### src/rtl/core/reb_pkg.sv
// Shared types, constants and helper functions of the rotary encoder block.
package reb_pkg;

  localparam int TIMER_BITS = 24;
  localparam int STEP_BITS  = 32;
  localparam int CMP_BITS   = 32;
  localparam int LOCK_BITS  = 16;
  localparam int CFG_BITS   = 24;
  localparam int LEN_BITS   = 24;
  localparam int TOTAL_BITS = 32;
  localparam int IDX_BITS   = 2;
  localparam int IN_BYTES_BITS  = 8;
  localparam int OUT_BYTES_BITS = 64;

  localparam logic [LOCK_BITS-1:0] LOCKOUT_RST  = LOCK_BITS'(1500);
  localparam logic [CFG_BITS-1:0]  DEBOUNCE_RST = CFG_BITS'(50000);
  localparam logic [CFG_BITS-1:0]  LONG_RST     = CFG_BITS'(1000000);
  localparam logic [LEN_BITS-1:0]  LEN_MAX      = '1;

  typedef enum logic [IDX_BITS-1:0] {
    REG_LOCKOUT  = 2'd0,
    REG_DEBOUNCE = 2'd1,
    REG_LONG     = 2'd2
  } cfg_idx_t;

  typedef enum logic [1:0] {
    STEP_NONE = 2'b00,
    STEP_CW   = 2'b01,
    STEP_CCW  = 2'b11
  } step_code_t;

  typedef enum logic [1:0] {
    EV_NONE  = 2'd0,
    EV_SHORT = 2'd1,
    EV_LONG  = 2'd2,
    EV_GHOST = 2'd3
  } press_ev_t;

  typedef struct packed {
    logic a;
    logic b;
    logic sw;
  } sample_t;

  typedef struct packed {
    logic [1:0]            step;
    logic [TOTAL_BITS-1:0] total;
  } rot_res_t;

  typedef struct packed {
    logic [1:0]          event_code;
    logic [LEN_BITS-1:0] length;
  } press_res_t;

  function automatic logic [TIMER_BITS-1:0] sat_inc(input logic [TIMER_BITS-1:0] v);
    sat_inc = (&v) ? v : v + TIMER_BITS'(1);
  endfunction

  // Gray-code transition table, index {prev, cur}
  function automatic step_code_t quad_step(input logic [1:0] prev, input logic [1:0] cur);
    logic [3:0] idx;
    idx = {prev, cur};
    unique case (idx)
      4'd2, 4'd4, 4'd11, 4'd13: quad_step = STEP_CW;
      4'd1, 4'd7, 4'd8, 4'd14:  quad_step = STEP_CCW;
      default:                  quad_step = STEP_NONE;
    endcase
  endfunction

endpackage

### src/rtl/core/rotary_encoder_with_button.sv
// Rotary encoder with push button: top level with sample and result registers.
// A request accepted into the sample register moves on to the result register once
//   that register is free. Throughput: one request per cycle while out_tready is
//   high; a stalled output holds at most two requests, one in each register.
// Reset (rst_n, synchronous, active low) clears both stages, restores the
//   register defaults and returns decoder and switch state to idle.
module rotary_encoder_with_button (
  input  logic                                  clk,
  input  logic                                  rst_n,
  input  logic                                  in_tvalid,
  output logic                                  in_tready,
  // [0] line_a, [1] line_b, [2] switch_level, [7:3] zero
  input  logic [reb_pkg::IN_BYTES_BITS-1:0]     in_tdata,
  output logic                                  out_tvalid,
  input  logic                                  out_tready,
  // [1:0] rotation_step, [33:2] step_total, [35:34] press_event,
  // [59:36] press_length, [63:60] zero
  output logic [reb_pkg::OUT_BYTES_BITS-1:0]    out_tdata,
  input  logic                                  cfg_wr_en,
  input  logic [reb_pkg::IDX_BITS-1:0]          cfg_index,
  input  logic [reb_pkg::CFG_BITS-1:0]          cfg_wdata
);

  logic [reb_pkg::LOCK_BITS-1:0] lockout_r;
  logic [reb_pkg::CFG_BITS-1:0]  debounce_r;
  logic [reb_pkg::CFG_BITS-1:0]  long_r;

  logic                s1_valid_r, s1_valid_nxt;
  reb_pkg::sample_t    s1_smp_r;
  logic                out_valid_r, out_valid_nxt;
  reb_pkg::rot_res_t   rot_res;
  reb_pkg::press_res_t prs_res;
  reb_pkg::rot_res_t   out_rot_r;
  reb_pkg::press_res_t out_prs_r;
  logic                advance, in_fire, s1_fire;

  always_ff @(posedge clk) begin
    if (!rst_n) begin
      lockout_r  <= reb_pkg::LOCKOUT_RST;
      debounce_r <= reb_pkg::DEBOUNCE_RST;
      long_r     <= reb_pkg::LONG_RST;
    end else if (cfg_wr_en) begin
      unique case (cfg_index)
        reb_pkg::REG_LOCKOUT:  lockout_r  <= cfg_wdata[reb_pkg::LOCK_BITS-1:0];
        reb_pkg::REG_DEBOUNCE: debounce_r <= cfg_wdata;
        reb_pkg::REG_LONG:     long_r     <= cfg_wdata;
        default: ;
      endcase
    end
  end

  assign advance   = !out_valid_r || out_tready;
  assign in_tready = !s1_valid_r || advance;
  assign in_fire   = in_tvalid && in_tready;
  assign s1_fire   = s1_valid_r && advance;

  always_comb begin
    s1_valid_nxt = in_fire ? 1'b1 : (s1_fire ? 1'b0 : s1_valid_r);
    out_valid_nxt = s1_fire ? 1'b1 : (out_tready ? 1'b0 : out_valid_r);
  end

  always_ff @(posedge clk) begin
    if (!rst_n) begin
      s1_valid_r  <= 1'b0;
      out_valid_r <= 1'b0;
    end else begin
      s1_valid_r  <= s1_valid_nxt;
      out_valid_r <= out_valid_nxt;
    end
  end

  always_ff @(posedge clk) begin
    if (in_fire) begin
      s1_smp_r.a  <= in_tdata[0];
      s1_smp_r.b  <= in_tdata[1];
      s1_smp_r.sw <= in_tdata[2];
    end
    if (s1_fire) begin
      out_rot_r <= rot_res;
      out_prs_r <= prs_res;
    end
  end

  reb_quad_dec u_quad (
    .clk     (clk),
    .rst_n   (rst_n),
    .en      (s1_fire),
    .a       (s1_smp_r.a),
    .b       (s1_smp_r.b),
    .lockout (lockout_r),
    .res     (rot_res)
  );

  reb_press_det u_press (
    .clk      (clk),
    .rst_n    (rst_n),
    .en       (s1_fire),
    .a        (s1_smp_r.a),
    .b        (s1_smp_r.b),
    .sw       (s1_smp_r.sw),
    .debounce (debounce_r),
    .long_thr (long_r),
    .res      (prs_res)
  );

  assign out_tvalid = out_valid_r;
  assign out_tdata  = {4'b0000, out_prs_r.length, out_prs_r.event_code,
                       out_rot_r.total, out_rot_r.step};

`ifndef SYNTHESIS
  // a result without a press event carries no length
  a_len_only_with_event: assert property (@(posedge clk) disable iff (!rst_n)
    out_valid_r && (out_prs_r.event_code == reb_pkg::EV_NONE) |-> out_prs_r.length == '0)
    else $error("press length without event");

  // a request leaving the sample stage always lands in the result register
  a_stage_to_output: assert property (@(posedge clk) disable iff (!rst_n)
    s1_fire |=> out_valid_r)
    else $error("result lost between stages");
`endif

endmodule

### src/rtl/core/reb_quad_dec.sv
// Quadrature decoder with rotation lockout and wrapping step total.
module reb_quad_dec (
  input  logic                                clk,
  input  logic                                rst_n,
  input  logic                                en,
  input  logic                                a,
  input  logic                                b,
  input  logic [reb_pkg::LOCK_BITS-1:0]       lockout,
  output reb_pkg::rot_res_t                   res
);

  logic [1:0]                     prev_r, prev_nxt;
  logic [reb_pkg::TIMER_BITS-1:0] since_r, since_nxt;
  logic [reb_pkg::STEP_BITS-1:0]  cnt_r, cnt_nxt;
  logic [reb_pkg::TIMER_BITS-1:0] elapsed;
  logic                           open_win;
  reb_pkg::step_code_t            step;

  always_comb begin
    elapsed   = reb_pkg::sat_inc(since_r);
    open_win  = reb_pkg::CMP_BITS'(elapsed) >= reb_pkg::CMP_BITS'(lockout);
    step      = reb_pkg::STEP_NONE;
    prev_nxt  = prev_r;
    since_nxt = elapsed;
    cnt_nxt   = cnt_r;
    if (open_win) begin
      step     = reb_pkg::quad_step(prev_r, {a, b});
      prev_nxt = {a, b};
      if (step == reb_pkg::STEP_CW) begin
        cnt_nxt   = cnt_r + reb_pkg::STEP_BITS'(1);
        since_nxt = '0;
      end else if (step == reb_pkg::STEP_CCW) begin
        cnt_nxt   = cnt_r - reb_pkg::STEP_BITS'(1);
        since_nxt = '0;
      end
    end
    res.step  = step;
    res.total = reb_pkg::TOTAL_BITS'($signed(cnt_nxt));
  end

  always_ff @(posedge clk) begin
    if (!rst_n) begin
      prev_r  <= 2'b11;
      since_r <= '0;
      cnt_r   <= '0;
    end else if (en) begin
      prev_r  <= prev_nxt;
      since_r <= since_nxt;
      cnt_r   <= cnt_nxt;
    end
  end

`ifndef SYNTHESIS
  // accepted step restarts the lockout timer
  a_step_clears_timer: assert property (@(posedge clk) disable iff (!rst_n)
    en && (step != reb_pkg::STEP_NONE) |=> since_r == '0)
    else $error("lockout timer not cleared after step");

  // no step while inside the lockout window
  a_lockout_holds: assert property (@(posedge clk) disable iff (!rst_n)
    !open_win |-> step == reb_pkg::STEP_NONE && prev_nxt == prev_r)
    else $error("step taken inside lockout");
`endif

endmodule

### src/rtl/core/reb_press_det.sv
// Switch debounce and press classification.
module reb_press_det (
  input  logic                          clk,
  input  logic                          rst_n,
  input  logic                          en,
  input  logic                          a,
  input  logic                          b,
  input  logic                          sw,
  input  logic [reb_pkg::CFG_BITS-1:0]  debounce,
  input  logic [reb_pkg::CFG_BITS-1:0]  long_thr,
  output reb_pkg::press_res_t           res
);

  logic                           last_raw_r, last_raw_nxt;
  logic                           deb_r, deb_nxt;
  logic [reb_pkg::TIMER_BITS-1:0] stable_r, stable_nxt;
  logic                           busy_r, busy_nxt;
  logic [reb_pkg::TIMER_BITS-1:0] pticks_r, pticks_nxt;
  logic                           a_at_r, a_at_nxt;
  logic                           b_at_r, b_at_nxt;
  reb_pkg::press_ev_t             ev;
  logic [reb_pkg::LEN_BITS-1:0]   len;

  always_comb begin
    pticks_nxt   = busy_r ? reb_pkg::sat_inc(pticks_r) : pticks_r;
    last_raw_nxt = sw;
    stable_nxt   = (sw != last_raw_r) ? '0 : reb_pkg::sat_inc(stable_r);
    deb_nxt      = deb_r;
    busy_nxt     = busy_r;
    a_at_nxt     = a_at_r;
    b_at_nxt     = b_at_r;
    ev           = reb_pkg::EV_NONE;
    len          = '0;
    if (reb_pkg::CMP_BITS'(stable_nxt) >= reb_pkg::CMP_BITS'(debounce)) begin
      deb_nxt = sw;
      if (deb_r && !sw) begin
        busy_nxt   = 1'b1;
        pticks_nxt = '0;
        a_at_nxt   = a;
        b_at_nxt   = b;
      end else if (!deb_r && sw && busy_r) begin
        busy_nxt = 1'b0;
        len = (reb_pkg::CMP_BITS'(pticks_nxt) > reb_pkg::CMP_BITS'(reb_pkg::LEN_MAX)) ?
              reb_pkg::LEN_MAX : reb_pkg::LEN_BITS'(pticks_nxt);
        if (a != a_at_r || b != b_at_r) begin
          ev = reb_pkg::EV_GHOST;
        end else if (reb_pkg::CMP_BITS'(pticks_nxt) >= reb_pkg::CMP_BITS'(long_thr)) begin
          ev = reb_pkg::EV_LONG;
        end else begin
          ev = reb_pkg::EV_SHORT;
        end
      end
    end
    res.event_code = ev;
    res.length     = len;
  end

  always_ff @(posedge clk) begin
    if (!rst_n) begin
      last_raw_r <= 1'b1;
      deb_r      <= 1'b1;
      stable_r   <= '0;
      busy_r     <= 1'b0;
      pticks_r   <= '0;
      a_at_r     <= 1'b1;
      b_at_r     <= 1'b1;
    end else if (en) begin
      last_raw_r <= last_raw_nxt;
      deb_r      <= deb_nxt;
      stable_r   <= stable_nxt;
      busy_r     <= busy_nxt;
      pticks_r   <= pticks_nxt;
      a_at_r     <= a_at_nxt;
      b_at_r     <= b_at_nxt;
    end
  end

`ifndef SYNTHESIS
  // a reported press ends the press in progress
  a_event_ends_press: assert property (@(posedge clk) disable iff (!rst_n)
    en && (ev != reb_pkg::EV_NONE) |=> !busy_r)
    else $error("press still active after event");

  // events only come out of a press in progress
  a_event_needs_press: assert property (@(posedge clk) disable iff (!rst_n)
    (ev != reb_pkg::EV_NONE) |-> busy_r && !deb_r)
    else $error("event without press");
`endif

endmodule

### config.mk
export PLATFORM = sky130hd
export DESIGN_NAME = rotary_encoder_with_button
export DESIGN_NICKNAME = d
export VERILOG_FILES = /design/src/rtl/core/reb_pkg.sv /design/src/rtl/core/rotary_encoder_with_button.sv /design/src/rtl/core/reb_quad_dec.sv /design/src/rtl/core/reb_press_det.sv
export SDC_FILE = /design/constraint.sdc
export NUM_CORES = 1
export LEC_CHECK = 0
export ABC_AREA = 0
export BUFFER_PORTS_ARGS = -buffer_cell sky130_fd_sc_hd__buf_2
export CORE_ASPECT_RATIO = 1.25
export CORE_MARGIN = 10
export CORE_UTILIZATION = 55
export CTS_CLUSTER_DIAMETER = 50
export DETAILED_ROUTE_END_ITERATION = 6
export PLACE_DENSITY = 0.82
export SYNTH_ARGS = -nofsm -noshare
export SYNTH_HDL_FRONTEND = slang
export SYNTH_SLANG_ARGS = --single-unit
### constraint.sdc
create_clock -name clk -period 3.7 [get_ports clk]
set_input_delay 0.185 -clock clk [delete_from_list [all_inputs] [get_ports clk]]
set_output_delay 0.185 -clock clk [all_outputs]
set_load 0.05 [all_outputs]
---- Yosys cells after proc, flatten, opt, wreduce, memory -nomap -nowiden ----
Memories as Yosys holds them, arrays and structs flattened.
Cells that the tools add are included.
word-level totals
  flip-flop bits (word level) ............. 240
  memory bits (read-only) ................. 32
  input port bits ......................... 39
  output and inout bits ................... 66
  word-level logic and storage cells ...... 89
  memories ................................ 1
memories
  name              words  width  read ports  clocked after memory_dff  write ports  line           source
  (name not given)  16     2      1           0                         0            reb_pkg.sv:63  unique case (idx)
cells by class
  add/sub/neg operators ................... 5
  $lt $le $gt $ge ......................... 3
  equal/unequal tests ..................... 7
  multiplexer cells ....................... 22
  bitwise operators ....................... 2
  reduce and logical (&&, ||, !) cells .... 27
operator list
  operator                                                              number
  24-bit 2-to-1 mux                                                     10
  32-bit 2-to-1 mux                                                     3
  24-bit by 1-bit adder with 24-bit output, second input constant       3
  24-bit AND reduction                                                  3
  24-bit >= comparator                                                  2
  32-bit by 1-bit adder with 32-bit output, second input constant       1
  32-bit by 1-bit subtractor with 32-bit output, second input constant  1
  24-bit by 16-bit >= comparator with 1-bit output                      1
  2-bit AND reduction                                                   5
  1-bit 2-to-1 mux                                                      6
  2-bit 2-to-1 mux                                                      3
  3-bit AND reduction                                                   2
  2-bit nonzero test                                                    3
  1-bit logical AND                                                     5
  2-bit by 1-bit == test with 1-bit output, second input constant       2
  2-bit == test, second input constant                                  2
  1-bit logical NOT                                                     4
  1-bit logical OR                                                      3
  1-bit inequality test                                                 3
  3-bit OR reduction                                                    1
  2-bit logical NOT                                                     1
  1-bit inverter                                                        2

---- Depth between registers and ports, before layout ----
  word-level depth ........................ 8
  gate-level depth with buffers ........... 19
  depth with buffers taken out ............ 16

---- Cells and area by module ----
A second synthesis with hierarchy kept.
unflattened totals
  cells, all modules ...................... 1694
  area, all modules ....................... 14875.5 um^2
by module, submodules not included
  module                      times used  cells an instance  area each (um^2)  sequential area each (um^2)
  reb_press_det               1           712                5230.0            1061.0
  reb_quad_dec                1           651                5078.6            1161.1
  rotary_encoder_with_button  1           331                4566.9            3213.1

---- Worst setup path after synthesis ----
OpenSTA, ideal clock, no wires.
  path type ............................... reg-to-reg
  from .................................... reg u_press.stable_r[6] in the netlist's numbering
  to ...................................... reg out_prs_r, in the netlist out_tdata[35] (data pin)
  setup time .............................. 167 ps
  arrival ................................. 3957 ps
  required time ........................... 3533 ps
  setup slack ............................. -424 ps
  cell stages (with the launch flop) ...... 20
  path buffers ............................ 4
  clock period less this slack ............ 4124 ps
  cells stage by stage .................... dfxtp_1 > clkbuf_1 > and4_1 > nand3_1 > nor4_1 > clkbuf_1 > nor2_1 > nand3_1 > xor2_1 > nor2_1 > ha_1 > nand4_1 > nor2_1 > o2111ai_1 > o211ai_1 > nor2_1 > or3_1 > clkbuf_1 > clkbuf_1 > a211oi_1
on the way
  longest elaborated chain between the ends .. 6
  elaborated cells between the ends (all ways) .. 7
  classes of those cells .................. 1 x add/sub; 1 x order compare; 2 x mux; 1 x bitwise; 2 x reduce/logical
ends and longest elaborated chain
  item                                                                              line                              source
  start, declared                                                                   reb_press_det.sv:16               logic [reb_pkg::TIMER_BITS-1:0] stable_r, stable_nxt;
  start signal, assigned                                                            reb_press_det.sv:70               stable_r <= stable_nxt;
  24-bit by 1-bit adder with 24-bit output or 24-bit AND reduction (tied branches)  reb_pkg.sv:56                     sat_inc = (&v) ? v : v + TIMER_BITS'(1);
  24-bit 2-to-1 mux *                                                               reb_pkg.sv:56
  24-bit 2-to-1 mux *                                                               reb_press_det.sv:27               stable_nxt = (sw != last_raw_r) ? '0 : reb_pkg::sat_inc(stable_r);
  named net u_press.stable_nxt, one bit                                             reb_press_det.sv:16
  24-bit >= comparator *                                                            reb_press_det.sv:34               if (reb_pkg::CMP_BITS'(stable_nxt) >= reb_pkg::CMP_BITS'(debounce)) begin
  1-bit inverter (no line) *                                                        -
  3-bit OR reduction (no line) *                                                    -
  end signal, assigned                                                              rotary_encoder_with_button.sv:80  out_prs_r <= prs_res;
  end, declared                                                                     rotary_encoder_with_button.sv:34  reb_pkg::press_res_t out_prs_r;
Mark *: on every way through the listed nets, which the timed path passes. The rest lies on a longest branch.
A chain may end at the register's enable or synchronous reset.

==> out/metrics.cfg <==
[status]
status = finished, violations left
violations = setup timing

[clocking]
numCtsBuffers = 29
clk_pin_slew_ns = 0.06
insertion_delay_ns = 0.57
clock_sinks = 240
cts_tree = yes
cts-root-buf = clkbuf_16
clock_path_buffers = 3
htreeDepth = 1

[global_routing]
overflow = 0
grt_util_met2_pct = 40.0
antenna_found_initial = 2
grt_pass1_wl_um = 61700
grt_busiest_layer = met2
grt_pass1_vias = 13000
grtUsageMet1_pct = 25.8
grt_usage_pct = 22.6
use_met3_pct = 2.92
grt_max_degree = 77

[timing]
timing.setup.tns_ns = -2.82
post-route-period-util_pct = 103
period_needed_ns = 3.82
worst_pin_slew_ns = 1.25
max_slew_margin_pct = 16.1
finalHoldViolations = 0
finalClockSkew_ns = 0.0288
fin_ws_ns = -0.125
rsz0062_at_grt = yes
setup_violations = 67
max_freq_ghz = 0.261
holdWs_ns = 0.163
finalMaxSlewViolations = 0

[floorplan]
start_util_pct = 55.8
die_y_um = 199
ios = 105
core-area_um2 = 25200
dieArea_um2 = 32400
die_width_um = 163
fp-row-count = 65

[logic_synthesis]
synthMuxAreaShare_pct = 3.14
synth_flop_cell = dfxtp_1
synth_top_family_by_area = simple AND/OR/NAND/NOR gates
synthArstFlopShare_pct = 0
ys_warn_count = 0
ys_ff_latch = 240
yosys.area_share.adder_pct = 6.50
syn_area_um2 = 14100
synth-simple-area-share_pct = 23.3
ys_types = 75
synth_area_leaders = dfxtp_1, edfxtp_1, nand2_1
synth_compound_area_share_pct = 15.9
yosysSeqAreaShare_pct = 38.7
synth_edf_count = 63
syn_avg_cell_area_um2 = 8.48
synth_xor_area_share_pct = 6.76
synth_top_area_share_pct = 25.2
netlist.top_cell.by_area = dfxtp_1
syn_inst = 1658

[worst_setup_path]
crit_top_cell = nand4_1
worst_setup_path_start_kind = flip-flop
cp-end-kind = flip-flop
cpLargestDelayFamily = compound AO/OA/AOI/OAI gates
crit_chain = nand4_1 -> or2_1 -> o31ai_1 -> nor2_1 -> xor2_1 -> ha_1 -> and4_1 -> a221o_1 -> a2111oi_4 -> nand4_1 -> buf_6 -> o21ai_4 -> mux2_4
crit_arrival_ns = 4.12
required_ns = 4.00
critPathMaxFanout = 7
critPathSlowestCell = a221o_1
worstSetupPathType = reg -> reg
max_stage_delay_ns = 0.40
crit_buf_inv = 1

[routing]
vias = 14200
wl_per_cell_um = 19.6
antenna_left = 0
drc_errors = 0
via_per_inst = 6.28
drtIter0Drc = 1518
first_pass_iters = 6
finalWirelength_um = 44200

[job]
maxCapViolations = 0

[placed_design]
place_congestion = 0.941
port_buffers = 95
dpl.hpwl_um = 26400

[finish]
finalNetCount = 2006
final_layout_size_suffix_gt1_share_pct = 26.6
area_growth_syn_to_layout_pct = 30.0

[power]
power_w = 0.00634
p_leak_nw = 7.24
power_density_nw_per_um2 = 347
vdd_drop_max_v = 0.000341

[min_path]
min_path_type = in -> reg

==> worst register-to-register path, stage by stage (launching register included) <==
cell       delay [ns]
dfxtp_1          0.36
nand4_1          0.20
or2_1            0.31
o31ai_1          0.32
nor2_1           0.14
xor2_1           0.22
ha_1             0.28
and4_1           0.20
a221o_1          0.40
a2111oi_4        0.23
nand4_1          0.15
buf_6            0.19
o21ai_4          0.25
mux2_4           0.33
==> Yosys cell counts, types with 13 or more instances <==
master and count:
xnor2_1 61, nand2b_1 34, nand4_1 49, xor2_1 45, nor3_1 27, inv_1 91, nand2_1 254, o211ai_1 49
or4_1 13, nor2b_1 20, a21oi_1 91, nor2_1 88, and3_1 15, edfxtp_1 63, and4_1 18, clkbuf_1 85
dfxtp_1 177, mux2i_1 36, or3_1 23, a21o_1 15, nor4_1 16, o21ai_0 72, nand3_1 60, a21oi_2 18
ha_1 73, a32o_1 13
==> state kept, by name, summed over array words and instances (netlist names) <==
register	count
out_tvalid	1
u_press.busy_r	1
long_r	24
u_quad.prev_r	2
u_press.last_raw_r	1
s1_smp_r	3
u_press.pticks_r	24
u_quad.since_r	24
s1_valid_r	1
u_press.stable_r	24
u_press.a_at_r	1
lockout_r	16
u_press.deb_r	1
debounce_r	24
u_quad.cnt_r	32
u_press.b_at_r	1
out_tdata	60
==> layout make-up <==
class / count / area [µm²]
multi-input combinational: 1222 / 8660
fill: 1601 / 6930
sequential: 240 / 5450
timing repair buffer: 308 / 2400
clock buffer: 32 / 747
tap: 335 / 419
inverter: 93 / 352
clock inverter: 22 / 251
antenna: 2 / 5.00
==> through the flow <==
stage               instances  utilization (%)  setup slack, ns  instance area (µm²)
floorplan                1661                -          -0.0968                14200
global placement         2140             62.8           -0.127                15800
detailed placement       2140             62.8           -0.229                15800
CTS                      2228             68.5         -0.00886                17300
global route             2254             72.5           -0.252                18300
finish                   2254             72.5           -0.125                18300
==> logic make-up (layout without fill, tap and decap cells) <==
group | after synthesis | after routing
and+or+nand+nor | 655 | 655
xor gates and xnor gates | 107 | 107
muxes | 42 | 42
adders and majority gates | 73 | 73
buffers and inverters | 200 | 455
other | 1 | 6
AOI/OAI and AO/OA | 340 | 341
DFF | 240 | 240
==> layer usage <==
metal  routed length (µm)  share of wire, %
met1                15800                36
met2                22200                50
met3                 3590               8.1
met4                 2620               5.9
met5                    0                 0
==> what timing repair did <==
item | in CTS | in global routing
resized for setup | 25 | 188
endpoints found under the hold margin | 69 | 0
setup endpoints to repair | 102 | 144
cloned | 0 | 9
hold buffers | 29 | 0
buffers inserted | 5 | 16
pin swaps | 9 | 63
==> worst paths after layout <==
path / startpoint / to / slack [ns] / cells past startpoint
min: cfg_index[1] / lockout_r[9] / 0.16 / 4
max reg2reg: u_quad.since_r[20] / out_tdata[3] / -0.12 / 13
max: u_quad.since_r[20] / out_tdata[3] / -0.12 / 13
min reg2reg: long_r[5] / long_r[5] / 0.46 / 2
==> report_power, final <==
part	internal, W	switching, W
sequential	0.00275	0.0000270
clock	0.00176	0.00121
combinational	0.000165	0.000424
==> cells in the final DEF, fill, tap and decap left out, types with 53 or more instances in the layout <==
cell type,count
xnor2_1,57
dfxtp_1,163
buf_2,94
ha_1,70
edfxtp_1,63
inv_1,90
buf_4,159
a21oi_1,87
nor2_1,73
nand3_1,53
nand2_1,250
Note: power is estimated with default switching activity, not from simulation.
